## src/rtl/dcs_pkg.sv

```systemverilog
// Shared types and constants for the duplicate-free coordinate stack.
// Used by the controller, the datapath and the top level; depends on nothing.
package dcs_pkg;

  // Default grid size
  localparam int DEF_MAX_ROWS = 64;
  localparam int DEF_MAX_COLS = 64;

  // Field widths
  localparam int COORD_IN_W  = 16;
  localparam int COORD_OUT_W = 7;
  localparam int CFG_IDX_W   = 1;
  localparam int CFG_DATA_W  = 7;

  // Register indexes
  localparam logic [CFG_IDX_W-1:0] CFG_ROW_LIMIT = 1'd0;
  localparam logic [CFG_IDX_W-1:0] CFG_COL_LIMIT = 1'd1;

  // Reset value of both limit registers
  localparam logic [CFG_DATA_W-1:0] LIMIT_RESET = 7'd64;

  // Request kinds
  localparam logic KIND_PUSH = 1'b0;
  localparam logic KIND_POP  = 1'b1;

  // Coordinate reported for a push or an empty pop
  localparam logic signed [COORD_OUT_W-1:0] COORD_NONE = -7'sd1;

  // Controller to datapath commands
  typedef struct packed {
    logic clear_step;
    logic capture;
    logic read;
    logic update;
  } dcs_cmd_t;

  // Datapath to controller status
  typedef struct packed {
    logic clear_last;
    logic out_free;
  } dcs_sts_t;

endpackage

```

## src/rtl/dcs_ctrl.sv

```systemverilog
// Sequencing state machine of the coordinate stack: clearing pass, accept,
// memory read and update. Depends on dcs_pkg for the command and status types.
module dcs_ctrl import dcs_pkg::*; (
  input  logic     clk,
  input  logic     rst,
  input  logic     in_valid,
  output logic     in_ready,
  output dcs_cmd_t cmd,
  input  dcs_sts_t sts
);

  typedef enum logic [3:0] {
    ST_CLEAR  = 4'b0001,
    ST_IDLE   = 4'b0010,
    ST_READ   = 4'b0100,
    ST_UPDATE = 4'b1000
  } dcs_state_t;

  dcs_state_t state;
  dcs_state_t state_next;

  // Hold state
  always_ff @(posedge clk) begin
    if (rst) begin
      state <= ST_CLEAR;
    end else begin
      state <= state_next;
    end
  end

  // Decode next state and commands
  always_comb begin
    state_next = state;
    cmd        = '0;
    in_ready   = 1'b0;
    unique case (state)
      ST_CLEAR: begin
        cmd.clear_step = 1'b1;
        if (sts.clear_last) begin
          state_next = ST_IDLE;
        end
      end
      ST_IDLE: begin
        in_ready = 1'b1;
        if (in_valid) begin
          cmd.capture = 1'b1;
          state_next  = ST_READ;
        end
      end
      ST_READ: begin
        cmd.read   = 1'b1;
        state_next = ST_UPDATE;
      end
      ST_UPDATE: begin
        if (sts.out_free) begin
          cmd.update = 1'b1;
          state_next = ST_IDLE;
        end
      end
      default: begin
        state_next = ST_CLEAR;
      end
    endcase
  end

  // A captured request always moves on to the memory read
  a_capture_then_read: assert property (@(posedge clk) disable iff (rst)
    cmd.capture |=> state == ST_READ)
    else $error("captured request did not advance to read");

  // Never update while the output register still holds an untaken result
  a_update_needs_room: assert property (@(posedge clk) disable iff (rst)
    cmd.update |-> sts.out_free)
    else $error("update issued with output register occupied");

  // Take requests only while idle
  a_ready_only_idle: assert property (@(posedge clk) disable iff (rst)
    in_ready |-> state == ST_IDLE)
    else $error("request accepted outside idle");

endmodule

```

## config.mk

```make
export PLATFORM = sky130hd
export DESIGN_NAME = dcs_ctrl
export DESIGN_NICKNAME = d
export VERILOG_FILES = /design/src/rtl/dcs_pkg.sv /design/src/rtl/dcs_ctrl.sv
export SDC_FILE = /design/constraint.sdc
export NUM_CORES = 1
export LEC_CHECK = 0
export ABC_CLOCK_PERIOD_IN_PS = 2200
export BUFFER_PORTS_ARGS = -buffer_cell sky130_fd_sc_hd__buf_2
export CORE_AREA = 2 2 39 41
export DETAILED_ROUTE_END_ITERATION = 7
export DIE_AREA = 0 0 41 43
export PLACE_DENSITY = 0.47
export SLEW_MARGIN = 25
export SYNTH_ARGS = -nofsm -noshare
export SYNTH_HDL_FRONTEND = slang
export SYNTH_SLANG_ARGS = --single-unit
export TNS_END_PERCENT = 5
```

## constraint.sdc

```tcl
create_clock -name clk -period 2.2 [get_ports clk]
set_input_delay 0.11 -clock clk [delete_from_list [all_inputs] [get_ports clk]]
set_output_delay 0.11 -clock clk [all_outputs]
set_load 0.005 [all_outputs]
```

==> summary.txt <==
status: finished clean
Peak Freq: 695 MHz
total congestion overflow: 0
antenna-violating nets left: 0
die height: 43 microns
Layout fillers: 157
maxcap violations: 0
peak supply drop: 0.000182 V
vias in the first global route: 235
PD cells: 632 mW/mm^2
IO Port Bufs: 9
post-CTS setup repair buffer count: 0
CTS Hold Buffers Added: 0
Hold WC Path Type: in2reg
Global Route Usage Sum: 8.50%
clk buf depth: 2
crit path launch type: flip-flop
Largest Register: state
full die area: 0.00176 sq mm
Sink Count: 4
RSZ-0062 raised after global routing: no
CTS clock-pin slew for the worst setup and hold paths: 0.04 ns
worst-margin pin slew: 0.368 ns
Regs by FF count: state: 4 flops
DRC viols: 0
DR pass1 iterations: 4
Synth Register Bits: 4
Avg WL per Cell: 11.1 microns
Setup-failing EPs final: 0
Die X: 41 microns
CTS tree: built
clock share of power: 43.3%
Site Rows: 14
TritonCTS Buffers: 3
CP Launch Point: state[3]$_SDFFE_PP0P_
H-tree depth: 1
Layout area overhead: 24.9%
Initial Util: 19.3%
Pwr Total: 210 uW
fin crit share: 65.4%
wire length of the first global-routing pass: 1.01 mm
sequential share of the synthesized area: 30.0%
Leak Pwr: 0.164 nW
syn nets: 37
post-synthesis cell area: 267 sq um
antenna violations before repair: 0
core area: 0.00138 sq mm
CP required: 2.09 ns
Switching Power: 54.4 uW
Avg Cell Area, Syn: 8.33 sq um
Setup TNS Final: 0 ns
IO Pins: 10
fraction of layout cells with a size suffix above 1: 31.7%
post-CTS sizing: 0
# diodes: 0
Root Buffer: clkbuf_4
Vias/cell: 4.53
WL final: 631 microns
start point of the worst hold path: rst
worst flop-to-flop path startpoint: state[3]$_SDFFE_PP0P_
max FFs per register: 4
largest net degree at the start of global routing: 12
cell count after synthesis: 32
kind of critical path: reg2out
Net count, final: 48
Post-Route Skew: 0.00295 ns
crit path DAT: 1.33 ns
CP max FO: 11
CP endpoint kind: primary output
Period minus WS final: 1.44 ns
dpl hpwl: 457 microns
Comb power frac: 14.2%
routed via count: 258
YS warnings: 0
sequential share of power: 42.5%
clock latency on the worst-skew pair: 0.23 ns
Max transition margin: 75.4%
Placer Congestion: 0.694
Slew Viols, Final: 0
Hold WS: 0.0699 ns
Hold Fails Final Rpt: 0
DR iter-0 viols: 3
internal power: 156 uW
Switching Fraction: 25.9%
Yosys cell types: 19
==> cell usage after synthesis <==
library cell  instances  area [sq um]
nor2_1                1          3.75
nor4_1                3          18.8
or3b_1                2          17.5
o31ai_1               1          7.51
inv_1                 2          7.51
and3_1                3          18.8
buf_2                 2          10.0
a21o_1                1          7.51
a21oi_1               2          10.0
xor2_1                1          8.76
nand2_1               1          3.75
nor4b_2               1          15.0
nor3b_1               2          15.0
and2_1                1          6.26
o21ai_0               2          10.0
dfxtp_1               4          80.1
nor4b_1               1          8.76
nor2b_1               1          6.26
buf_6                 1          11.3
==> layer usage <==
metal | global-route usage, % | routed length (microns)
met1 | 11.7 | 337
met2 | 10.9 | 238
met3 | 3.66 | 47
met4 | 4.00 | 8
met5 | 0 | 0
==> cell families (layout without fill, tap and decap cells) <==
group / Yosys count / in the layout / share of synthesized area, %
DFF: 4 / 4 / 30.0
and+or+nand+nor: 16 / 16 / 42.7
buffers and inverters: 5 / 14 / 10.8
AOI/OAI and AO/OA: 6 / 6 / 13.1
xor gates and xnor gates: 1 / 1 / 3.29
==> critical path: stages, from the launching register on <==
cell and delay, ns:
dfxtp_1 0.53, inv_1 0.11, and3_1 0.19, and2_1 0.15
buf_2 0.12
==> power by group through the flow <==
stage | registers [mW] | clock network, mW | logic [mW]
after floorplan | 0.0794 | 0 | 0.0297
after global placement | 0.0901 | 0 | 0.0307
after detailed placement | 0.0899 | 0 | 0.0303
after CTS | 0.0891 | 0.0941 | 0.0303
after global routing | 0.0904 | 0.0990 | 0.0340
final | 0.0894 | 0.0909 | 0.0299
==> per-stage QoR <==
step	std cells	utilization (%)	area, sq um	worst slack (ns)
3_5_place_dp	54	22.4	310	0.966
5_1_grt	57	24.1	333	0.645
2_1_floorplan	32	-	267	1.11
6_report	57	24.1	333	0.762
3_3_place_gp	54	22.4	310	1.01
4_1_cts	57	24.1	333	0.765
==> cells in the final DEF, fill, tap and decap left out, drive strengths merged <==
cell type,count
a21o,1
clkbuf,3
nor2,1
xor2,1
and2,1
dfxtp,4
nor3b,2
nor4b,2
nand2,1
and3,3
o21ai,2
nor2b,1
nor4,3
o31ai,1
inv,2
or3b,2
a21oi,2
buf,9
==> worst paths after layout <==
kind / slack, ns / endpoint / cells past startpoint
worst max-delay path: 0.76 / cmd[2] / 4
worst min-delay path: 0.07 / state[3]$_SDFFE_PP0P_ / 2
worst max register to register: 0.95 / state[1]$_SDFFE_PP0P_ / 3
worst min register to register: 0.60 / state[1]$_SDFFE_PP0P_ / 1
==> cell type report <==
| class | instances | area [sq um] | share of cell area, % |
|---|---|---|---|
| multi-input cells | 23 | 158 | 47.4 |
| clock buffers | 3 | 22.5 | 6.77 |
| well taps | 16 | 20.0 | 6.02 |
| inverters | 2 | 7.51 | 2.26 |
| repair buffers | 9 | 45.0 | 13.5 |
| flip-flops and latches | 4 | 80.1 | 24.1 |
Note: power is estimated with default switching activity, not from simulation.
